## config.mk

```make
export PLATFORM = sky130hd
export DESIGN_NAME = hsv_to_rgb_converter_core_flat
export DESIGN_NICKNAME = d
export VERILOG_FILES = /design/src/rtl/hsvrgb_pkg.sv /design/src/rtl/hsvrgb_if.sv /design/src/rtl/hsv_to_rgb_converter_core.sv /design/src/rtl/hsvrgb_sector.sv /design/src/flat_wrapper.sv
export SDC_FILE = /design/constraint.sdc
export NUM_CORES = 1
export LEC_CHECK = 0
export BUFFER_PORTS_ARGS = -buffer_cell sky130_fd_sc_hd__buf_2
export CAP_MARGIN = 20
export CORE_UTILIZATION = 56
export CTS_BUF_LIST = sky130_fd_sc_hd__clkbuf_16
export DETAILED_ROUTE_END_ITERATION = 8
export PLACE_DENSITY = 0.77
export SYNTH_ARGS = -nofsm -noshare
export SYNTH_HDL_FRONTEND = slang
export SYNTH_SLANG_ARGS = --single-unit
```

## constraint.sdc

```tcl
create_clock -name clk -period 3.95 [get_ports clk]
set_input_delay 0.395 -clock clk [delete_from_list [all_inputs] [get_ports clk]]
set_output_delay 0.395 -clock clk [all_outputs]
set_load 0.01 [all_outputs]
```

## src/rtl/hsvrgb_pkg.sv

```systemverilog
// ----------------------------------------------------------------------------
// hsvrgb_pkg
// Shared types and constants for the HSV to RGB converter.
// ----------------------------------------------------------------------------
package hsvrgb_pkg;

  localparam int unsigned MAX_PIXELS = 1024;

  localparam int unsigned IDX_IN_W  = 12;
  localparam int unsigned IDX_OUT_W = 10;
  localparam int unsigned HUE_IN_W  = 10;
  localparam int unsigned HUE_W     = 9;
  localparam int unsigned CH_W      = 8;
  localparam int unsigned LEN_W     = 11;
  localparam int unsigned FRAC_W    = 6;
  localparam int unsigned SEC_W     = 3;

  localparam logic [LEN_W-1:0] LEN_RESET = 11'd1024;

  // Hue sectors, 60 degrees each
  localparam logic [SEC_W-1:0] SEC_RED     = 3'd0;
  localparam logic [SEC_W-1:0] SEC_YELLOW  = 3'd1;
  localparam logic [SEC_W-1:0] SEC_GREEN   = 3'd2;
  localparam logic [SEC_W-1:0] SEC_CYAN    = 3'd3;
  localparam logic [SEC_W-1:0] SEC_BLUE    = 3'd4;
  localparam logic [SEC_W-1:0] SEC_MAGENTA = 3'd5;

  localparam logic [FRAC_W-1:0] SECTOR_SPAN = 6'd60;

  // floor(x/60) = (x * RECIP_60) >> RECIP_SHIFT for x < 2^20/44
  localparam int unsigned       RECIP_W     = 15;
  localparam int unsigned       RECIP_SHIFT = 20;
  localparam logic [RECIP_W-1:0] RECIP_60   = 15'd17477;

  localparam int unsigned RPROD_W = CH_W + FRAC_W;
  localparam int unsigned QPROD_W = RPROD_W + RECIP_W;

  typedef struct packed {
    logic [SEC_W-1:0]  sector;
    logic [FRAC_W-1:0] frac;
  } sector_t;

endpackage

```

## src/rtl/hsvrgb_if.sv

```systemverilog
// ----------------------------------------------------------------------------
// hsvrgb_if
// Valid/ready channels of the HSV to RGB converter.
// ----------------------------------------------------------------------------
interface hsvrgb_hsv_if;
  logic                                valid;
  logic                                ready;
  logic [hsvrgb_pkg::IDX_IN_W-1:0]     pixel_index;
  logic [hsvrgb_pkg::HUE_IN_W-1:0]     hue_degrees;
  logic [hsvrgb_pkg::CH_W-1:0]         saturation;
  logic [hsvrgb_pkg::CH_W-1:0]         brightness;

  modport source (output valid, pixel_index, hue_degrees, saturation, brightness,
                  input ready);
  modport sink   (input valid, pixel_index, hue_degrees, saturation, brightness,
                  output ready);
endinterface

interface hsvrgb_rgb_if;
  logic                                valid;
  logic                                ready;
  logic [hsvrgb_pkg::IDX_OUT_W-1:0]    clamped_index;
  logic [hsvrgb_pkg::CH_W-1:0]         red;
  logic [hsvrgb_pkg::CH_W-1:0]         green;
  logic [hsvrgb_pkg::CH_W-1:0]         blue;

  modport source (output valid, clamped_index, red, green, blue, input ready);
  modport sink   (input valid, clamped_index, red, green, blue, output ready);
endinterface

interface hsvrgb_cfg_if;
  logic                                valid;
  logic                                ready;
  logic [hsvrgb_pkg::LEN_W-1:0]        data;

  modport source (output valid, data, input ready);
  modport sink   (input valid, data, output ready);
endinterface

```

## src/rtl/hsv_to_rgb_converter_core.sv

```systemverilog
// ----------------------------------------------------------------------------
// hsv_to_rgb_converter_core
// Five-stage pipelined HSV to RGB conversion with strip index clamping.
// ----------------------------------------------------------------------------
//  channel    | modport | carries
//  pixel_in   | sink    | pixel_index, hue_degrees, saturation, brightness
//  pixel_out  | source  | clamped_index, red, green, blue
//  cfg        | sink    | strip_length write data
//
//  One pixel per cycle sustained while pixel_out is ready.
//  Stages: index clamp + hue reduce + base multiply, sector split, span*frac multiply,
//  reciprocal multiply for /60, channel select into the output register.
//  Each stage holds its own valid bit and loads when it is empty or moves on,
//  so bubbles close up under a stalled output. cfg is always ready.
//  rst (synchronous) clears valid bits and sets strip_length to 1024.
// ----------------------------------------------------------------------------
module hsv_to_rgb_converter_core (
  input  logic                clk,
  input  logic                rst,
  hsvrgb_hsv_if.sink          pixel_in,
  hsvrgb_rgb_if.source        pixel_out,
  hsvrgb_cfg_if.sink          cfg
);

  localparam int unsigned CH  = hsvrgb_pkg::CH_W;
  localparam int unsigned IDX = hsvrgb_pkg::IDX_OUT_W;

  logic [hsvrgb_pkg::LEN_W-1:0] strip_length;

  // stage enables
  logic en1, en2, en3, en4, en5;
  logic v1, v2, v3, v4, vout;

  // stage 1
  logic [IDX-1:0]                  idx1;
  logic [hsvrgb_pkg::HUE_W-1:0]    hue1;
  logic                            gray1;
  logic [CH-1:0]                   val1;
  logic [2*CH-1:0]                 prod1;
  // stage 2
  logic [IDX-1:0]                  idx2;
  logic                            gray2;
  logic [CH-1:0]                   val2, base2, span2;
  hsvrgb_pkg::sector_t             sect2;
  // stage 3
  logic [IDX-1:0]                  idx3;
  logic                            gray3;
  logic [CH-1:0]                   val3, base3;
  logic [hsvrgb_pkg::SEC_W-1:0]    sec3;
  logic [hsvrgb_pkg::RPROD_W-1:0]  rprod3;
  // stage 4
  logic [IDX-1:0]                  idx4;
  logic                            gray4;
  logic [CH-1:0]                   val4, base4;
  logic [hsvrgb_pkg::SEC_W-1:0]    sec4;
  logic [hsvrgb_pkg::QPROD_W-1:0]  qprod4;

  // comb
  logic [hsvrgb_pkg::LEN_W-1:0]    len_lim;
  logic [hsvrgb_pkg::LEN_W-1:0]    last_idx;
  logic [IDX-1:0]                  idx_next;
  logic [hsvrgb_pkg::HUE_IN_W-1:0] hue_red;
  logic [CH-1:0]                   inv_sat;
  hsvrgb_pkg::sector_t             sect_next;
  logic [CH:0]                     ramp_sum;
  logic [CH-1:0]                   ramp;
  logic [CH-1:0]                   red_next, green_next, blue_next;

  assign cfg.ready = 1'b1;

  always_ff @(posedge clk) begin
    if (rst) begin
      strip_length <= hsvrgb_pkg::LEN_RESET;
    end else if (cfg.valid) begin
      strip_length <= cfg.data;
    end
  end

  // handshake chain
  assign en5 = !vout || pixel_out.ready;
  assign en4 = !v4 || en5;
  assign en3 = !v3 || en4;
  assign en2 = !v2 || en3;
  assign en1 = !v1 || en2;
  assign pixel_in.ready = en1;

  always_ff @(posedge clk) begin
    if (rst) begin
      v1   <= 1'b0;
      v2   <= 1'b0;
      v3   <= 1'b0;
      v4   <= 1'b0;
      vout <= 1'b0;
    end else begin
      if (en1) v1   <= pixel_in.valid;
      if (en2) v2   <= v1;
      if (en3) v3   <= v2;
      if (en4) v4   <= v3;
      if (en5) vout <= v4;
    end
  end

  // stage 1: clamp, hue mod 360, base product
  always_comb begin
    if (strip_length == '0) begin
      len_lim = hsvrgb_pkg::LEN_W'(1);
    end else if (32'(strip_length) > hsvrgb_pkg::MAX_PIXELS) begin
      len_lim = hsvrgb_pkg::LEN_W'(hsvrgb_pkg::MAX_PIXELS);
    end else begin
      len_lim = strip_length;
    end
    last_idx = len_lim - hsvrgb_pkg::LEN_W'(1);
    if (pixel_in.pixel_index > {1'b0, last_idx}) begin
      idx_next = last_idx[IDX-1:0];
    end else begin
      idx_next = pixel_in.pixel_index[IDX-1:0];
    end
    if (pixel_in.hue_degrees >= 10'd720) begin
      hue_red = pixel_in.hue_degrees - 10'd720;
    end else if (pixel_in.hue_degrees >= 10'd360) begin
      hue_red = pixel_in.hue_degrees - 10'd360;
    end else begin
      hue_red = pixel_in.hue_degrees;
    end
    inv_sat = 8'd255 - pixel_in.saturation;
  end

  always_ff @(posedge clk) begin
    if (en1) begin
      idx1  <= idx_next;
      hue1  <= hue_red[hsvrgb_pkg::HUE_W-1:0];
      gray1 <= (pixel_in.saturation == '0);
      val1  <= pixel_in.brightness;
      prod1 <= (2*CH)'(inv_sat) * (2*CH)'(pixel_in.brightness);
    end
  end

  // stage 2: sector split, base and span
  hsvrgb_sector u_sector (
    .hue  (hue1),
    .sect (sect_next)
  );

  always_ff @(posedge clk) begin
    if (en2) begin
      idx2  <= idx1;
      gray2 <= gray1;
      val2  <= val1;
      base2 <= prod1[2*CH-1:CH];
      span2 <= val1 - prod1[2*CH-1:CH];
      sect2 <= sect_next;
    end
  end

  // stage 3: span * frac
  always_ff @(posedge clk) begin
    if (en3) begin
      idx3   <= idx2;
      gray3  <= gray2;
      val3   <= val2;
      base3  <= base2;
      sec3   <= sect2.sector;
      rprod3 <= hsvrgb_pkg::RPROD_W'(span2) * hsvrgb_pkg::RPROD_W'(sect2.frac);
    end
  end

  // stage 4: divide by 60 through reciprocal
  always_ff @(posedge clk) begin
    if (en4) begin
      idx4   <= idx3;
      gray4  <= gray3;
      val4   <= val3;
      base4  <= base3;
      sec4   <= sec3;
      qprod4 <= hsvrgb_pkg::QPROD_W'(rprod3) * hsvrgb_pkg::QPROD_W'(hsvrgb_pkg::RECIP_60);
    end
  end

  // stage 5: channel select
  assign ramp_sum = {1'b0, qprod4[hsvrgb_pkg::RECIP_SHIFT +: CH]} + {1'b0, base4};
  assign ramp     = ramp_sum[CH-1:0];

  always_comb begin
    if (gray4) begin
      red_next   = val4;
      green_next = val4;
      blue_next  = val4;
    end else begin
      case (sec4)
        hsvrgb_pkg::SEC_RED: begin
          red_next = val4;  green_next = ramp;  blue_next = base4;
        end
        hsvrgb_pkg::SEC_YELLOW: begin
          red_next = ramp;  green_next = val4;  blue_next = base4;
        end
        hsvrgb_pkg::SEC_GREEN: begin
          red_next = base4; green_next = val4;  blue_next = ramp;
        end
        hsvrgb_pkg::SEC_CYAN: begin
          red_next = base4; green_next = ramp;  blue_next = val4;
        end
        hsvrgb_pkg::SEC_BLUE: begin
          red_next = ramp;  green_next = base4; blue_next = val4;
        end
        default: begin
          red_next = val4;  green_next = base4; blue_next = ramp;
        end
      endcase
    end
  end

  always_ff @(posedge clk) begin
    if (en5) begin
      pixel_out.clamped_index <= idx4;
      pixel_out.red           <= red_next;
      pixel_out.green         <= green_next;
      pixel_out.blue          <= blue_next;
    end
  end

  assign pixel_out.valid = vout;

`ifndef ASSERT_OFF
  a_span_split: assert property (@(posedge clk) disable iff (rst)
    v2 |-> ({1'b0, base2} + {1'b0, span2}) == {1'b0, val2})
    else $error("base plus span differs from brightness");

  a_frac_range: assert property (@(posedge clk) disable iff (rst)
    v2 |-> sect2.frac <= hsvrgb_pkg::SECTOR_SPAN)
    else $error("ramp fraction beyond one sector");

  a_ramp_bound: assert property (@(posedge clk) disable iff (rst)
    (v4 && !gray4) |-> (ramp_sum <= {1'b0, val4}))
    else $error("ramp level above brightness");

  a_advance: assert property (@(posedge clk) disable iff (rst)
    (v4 && en5) |=> pixel_out.valid)
    else $error("stage 4 transaction lost");
`endif

endmodule

```

## src/rtl/hsvrgb_sector.sv

```systemverilog
// ----------------------------------------------------------------------------
// hsvrgb_sector
// Splits a reduced hue (0..359) into its sector and ramp position.
// ----------------------------------------------------------------------------
module hsvrgb_sector (
  input  logic [hsvrgb_pkg::HUE_W-1:0] hue,
  output hsvrgb_pkg::sector_t          sect
);

  logic [hsvrgb_pkg::SEC_W-1:0]  sector;
  logic [hsvrgb_pkg::HUE_W-1:0]  start;
  logic [hsvrgb_pkg::FRAC_W-1:0] up;

  always_comb begin
    if (hue >= 9'd300) begin
      sector = hsvrgb_pkg::SEC_MAGENTA;
      start  = 9'd300;
    end else if (hue >= 9'd240) begin
      sector = hsvrgb_pkg::SEC_BLUE;
      start  = 9'd240;
    end else if (hue >= 9'd180) begin
      sector = hsvrgb_pkg::SEC_CYAN;
      start  = 9'd180;
    end else if (hue >= 9'd120) begin
      sector = hsvrgb_pkg::SEC_GREEN;
      start  = 9'd120;
    end else if (hue >= 9'd60) begin
      sector = hsvrgb_pkg::SEC_YELLOW;
      start  = 9'd60;
    end else begin
      sector = hsvrgb_pkg::SEC_RED;
      start  = 9'd0;
    end
  end

  assign up = hsvrgb_pkg::FRAC_W'(hue - start);

  // odd sectors ramp downward
  always_comb begin
    sect.sector = sector;
    if (sector[0]) begin
      sect.frac = hsvrgb_pkg::SECTOR_SPAN - up;
    end else begin
      sect.frac = up;
    end
  end

endmodule

```

## src/flat_wrapper.sv

```systemverilog
// flat-port wrapper written by rule: the top's interface ports become plain ports
module hsv_to_rgb_converter_core_flat 
  (clk, rst, pixel_in_valid, pixel_in_pixel_index, pixel_in_hue_degrees, pixel_in_saturation, pixel_in_brightness, pixel_in_ready, pixel_out_valid, pixel_out_clamped_index, pixel_out_red, pixel_out_green, pixel_out_blue, pixel_out_ready, cfg_valid, cfg_data, cfg_ready);
  hsvrgb_hsv_if pixel_in_i ();
  hsvrgb_rgb_if pixel_out_i ();
  hsvrgb_cfg_if cfg_i ();
  input  logic clk;
  input  logic rst;
  input wire logic [$bits(pixel_in_i.valid)-1:0] pixel_in_valid;
  input wire logic [$bits(pixel_in_i.pixel_index)-1:0] pixel_in_pixel_index;
  input wire logic [$bits(pixel_in_i.hue_degrees)-1:0] pixel_in_hue_degrees;
  input wire logic [$bits(pixel_in_i.saturation)-1:0] pixel_in_saturation;
  input wire logic [$bits(pixel_in_i.brightness)-1:0] pixel_in_brightness;
  output wire logic [$bits(pixel_in_i.ready)-1:0] pixel_in_ready;
  output wire logic [$bits(pixel_out_i.valid)-1:0] pixel_out_valid;
  output wire logic [$bits(pixel_out_i.clamped_index)-1:0] pixel_out_clamped_index;
  output wire logic [$bits(pixel_out_i.red)-1:0] pixel_out_red;
  output wire logic [$bits(pixel_out_i.green)-1:0] pixel_out_green;
  output wire logic [$bits(pixel_out_i.blue)-1:0] pixel_out_blue;
  input wire logic [$bits(pixel_out_i.ready)-1:0] pixel_out_ready;
  input wire logic [$bits(cfg_i.valid)-1:0] cfg_valid;
  input wire logic [$bits(cfg_i.data)-1:0] cfg_data;
  output wire logic [$bits(cfg_i.ready)-1:0] cfg_ready;
  assign pixel_in_i.valid = pixel_in_valid;
  assign pixel_in_i.pixel_index = pixel_in_pixel_index;
  assign pixel_in_i.hue_degrees = pixel_in_hue_degrees;
  assign pixel_in_i.saturation = pixel_in_saturation;
  assign pixel_in_i.brightness = pixel_in_brightness;
  assign pixel_in_ready = pixel_in_i.ready;
  assign pixel_out_valid = pixel_out_i.valid;
  assign pixel_out_clamped_index = pixel_out_i.clamped_index;
  assign pixel_out_red = pixel_out_i.red;
  assign pixel_out_green = pixel_out_i.green;
  assign pixel_out_blue = pixel_out_i.blue;
  assign pixel_out_i.ready = pixel_out_ready;
  assign cfg_i.valid = cfg_valid;
  assign cfg_i.data = cfg_data;
  assign cfg_ready = cfg_i.ready;
  hsv_to_rgb_converter_core u_core (.clk(clk), .rst(rst), .pixel_in(pixel_in_i), .pixel_out(pixel_out_i), .cfg(cfg_i));
endmodule
```

==> results.toml <==
[worst_setup_path]
critPathKind = "flip-flop to flip-flop"
cpMostUsedCell = "fa_1"
reg2regPathDepth = 14
critPathSlowestCell = "fa_1"
cp.buffers_inverters = 2
cp_num_cells = 14
cp-start-kind = "flip-flop"
cp_data_arrival_time_ns = 4.49
end_kind = "flip-flop"
worst_ep_required_time_ns = 4.21
cp_cell_sequence = "ha_1 > fa_1 > fa_1 > fa_2 > fa_1 > ha_4 > nand4_1 > nor3_2 > o21ai_1 > o21ai_2 > buf_4 > a21oi_2 > buf_4 > xnor2_1"
cp_max_fo = 3
critPathTopFamily = "adder cells"
slowest_delay_ns = 0.50

[die]
ios = 91
coreArea_mm2 = 0.0246
die_area_mm2 = 0.0260
num_rows = 57
die_w_um = 161
dieHeight_um = 161
start_util_pct = 57.8

[grt]
grt_pass1_wl_um = 44900
grt-ovfl-total = 0
grt_antenna_before_repair = 0
grt_usage_pct = 21.0
grt_pass1_vias = 9859
grt_max_degree = 45

[clock_tree]
htree_num_levels = 1
cts_root_buf = "clkbuf_16"
numCtsBuffers = 23
cts.clk_slew.worst_paths_ns = 0.06
cts_tree = "yes"
clock_latency_ns = 0.52
clk_path_buf_depth = 3
clock_sinks = 212

[synth]
synth_top_cell_area_share_pct = 41.4
synthAdderAreaFrac_pct = 27.1
ys_ff_latch = 212
synth_edf_count = 196
synth.mux.area_fraction_pct = 1.00
ys_types = 68
netlist_instances = 1223
synth_area_mm2 = 0.0142
synthTopCellsByArea = "edfxtp_1 41%, ha_1 15%, fa_1 12%"
synth_compound_area_share_pct = 9.30
yosys.area_share.xor_xnor_pct = 3.27
avgSynthCellArea_um2 = 11.6
ys_seq_area_share_pct = 43.7
async_reset_ff_share_pct = 0
synth_top_family_by_area = "adder cells"
synthFlopType = "edfxtp_1"
yosys.area_share.simple_pct = 10.6
yosys_warnings = 0
synth_top_cell_by_area = "edfxtp_1"
syn_nets = 1534

[detailed_routing]
postRouteAntennaNets = 0
viasPerCell = 5.37
wl_per_cell_um = 15.3
dr.pass1.iters = 7
num_vias = 9534
wirelength_um = 27200
drc_errors = 0
drt_iter0_drc = 424

[sta]
layout_min_cycle_time_ns = 4.23
worst_slew_pin_slew_ns = 1.01
slew-limit-headroom_pct = 32.6
fin_crit_sh_pct = 107
hold_viol_final = 0
drv_slew = 0
final.setup_skew_ns = 0.0217
rsz0062_at_grt = "true"
finalSetupViolations = 10
setup_slack_ns = -0.280
fmax_mhz = 236

[run]
max_cap_violations = 0

[layout]
antenna_cells = 0
drive_above_1_share_pct = 22.7
final_common_cell = "edfxtp_1"
fin_nets = 1746
syn2layout_area_growth_pct = 20.4
final_cell_mix = "196 x edfxtp_1, 164 x inv_1, 156 x ha_1, 116 x buf_4, 89 x nand2_1"
fin_cells = 1775

[placement]
detailedPlace.worstSlack_ns = -0.493
place_congestion = 0.890
port_buffers = 89
dpl.cell_count = 1724
hpwlAfterDp_um = 20600

[worst_hold_path]
hold_depth = 1
hp-class = "input pin to flip-flop"

[status]
violations = "setup timing"
outcome = "complete, but fails checks"
==> metrics by stage <==
| step | instance area (um^2) | util, % | TNS (ns) | hold slack, ns |
|---|---|---|---|---|
| floorplan | 14300 | - | -0.555 | 0.400 |
| global placement | 15900 | 64.6 | -3.52 | 0.401 |
| detailed placement | 15900 | 64.7 | -4.55 | 0.405 |
| CTS | 16800 | 68.4 | -1.09 | 0.0879 |
| global route | 17100 | 69.5 | -3.27 | 0.0900 |
| finish | 17100 | 69.5 | -1.65 | 0.111 |
==> layout make-up <==
| class | count | area [um^2] |
|---|---|---|
| clock buffer | 23 | 576 |
| clock inverter | 18 | 131 |
| fill | 1675 | 7500 |
| inverter | 167 | 627 |
| multi-input combinational | 824 | 7780 |
| sequential | 212 | 6210 |
| tap | 324 | 405 |
| timing repair buffer | 207 | 1380 |
==> final timing paths <==
kind	start	end	slack, ns
hold reg to reg	u_core.idx3[1]	u_core.idx4[1]	0.40
setup / recovery	u_core.rprod3[13]	u_core.qprod4[22]	-0.28
hold / removal	pixel_in_hue_degrees[2]	u_core.hue1[2]	0.11
setup reg to reg	u_core.rprod3[13]	u_core.qprod4[22]	-0.28
==> state kept, by name, indices dropped and copies added, names as in the netlist, 9 cells and up <==
register / count
u_core.rprod3: 14
u_core.strip_length: 11
u_core.idx1: 10
u_core.idx2: 10
u_core.idx3: 10
u_core.idx4: 10
u_core.pixel_out.clamped_index: 10
u_core.hue1: 9
u_core.sect2: 9
==> worst reg2reg max path: cells and delay by family (launching register included) <==
kind	cells	cell delay, ns
AND/OR/NAND/NOR	2	0.28
XOR/XNOR	1	0.12
adder cells (fa/ha/maj)	6	2.43
buffers and inverters	2	0.31
flip-flops	1	0.39
AO/OA/AOI/OAI	3	0.46
==> cells in the mapped netlist (all sizes together), types with 13 or more instances <==
cell    count
a21o       13
a21oi      49
a22oi      18
and2       16
clkbuf     16
dfxtp      16
edfxtp    196
fa         83
ha        174
inv       166
nand2      92
nand2b     40
nand3      16
nor2       52
nor2b      36
o21ai      55
xnor2      34
xor2       19
==> timing repair <==
action,4_1_cts,5_1_grt
hold buffers,0,0
gates cloned,0,0
endpoints found under the setup margin,10,25
resized for setup,28,47
pin swaps,24,29
endpoints found under the hold margin,0,0
buffers inserted,9,2
==> cells by family after synthesis <==
group           count (synthesis)
simple gates                  296
fa+ha+maj                     258
flops                         212
compound gates                202
buf+inv                       187
xor+xnor                       53
mux                            14
other cells                     1
==> metal layers <==
metal / vias to the layer above / part of all wire, % / GRT usage (%)
met5: - / 0 / 0
met4: 0 / 2.3 / 6.22
met3: 59 / 3.3 / 2.26
met2: 241 / 50 / 37.2
met1: 4540 / 44 / 27.2
li1: 4694 / - / -
Power is not shown: default switching activity piles up to over one toggle a cycle in this logic, so the estimate is an artifact.
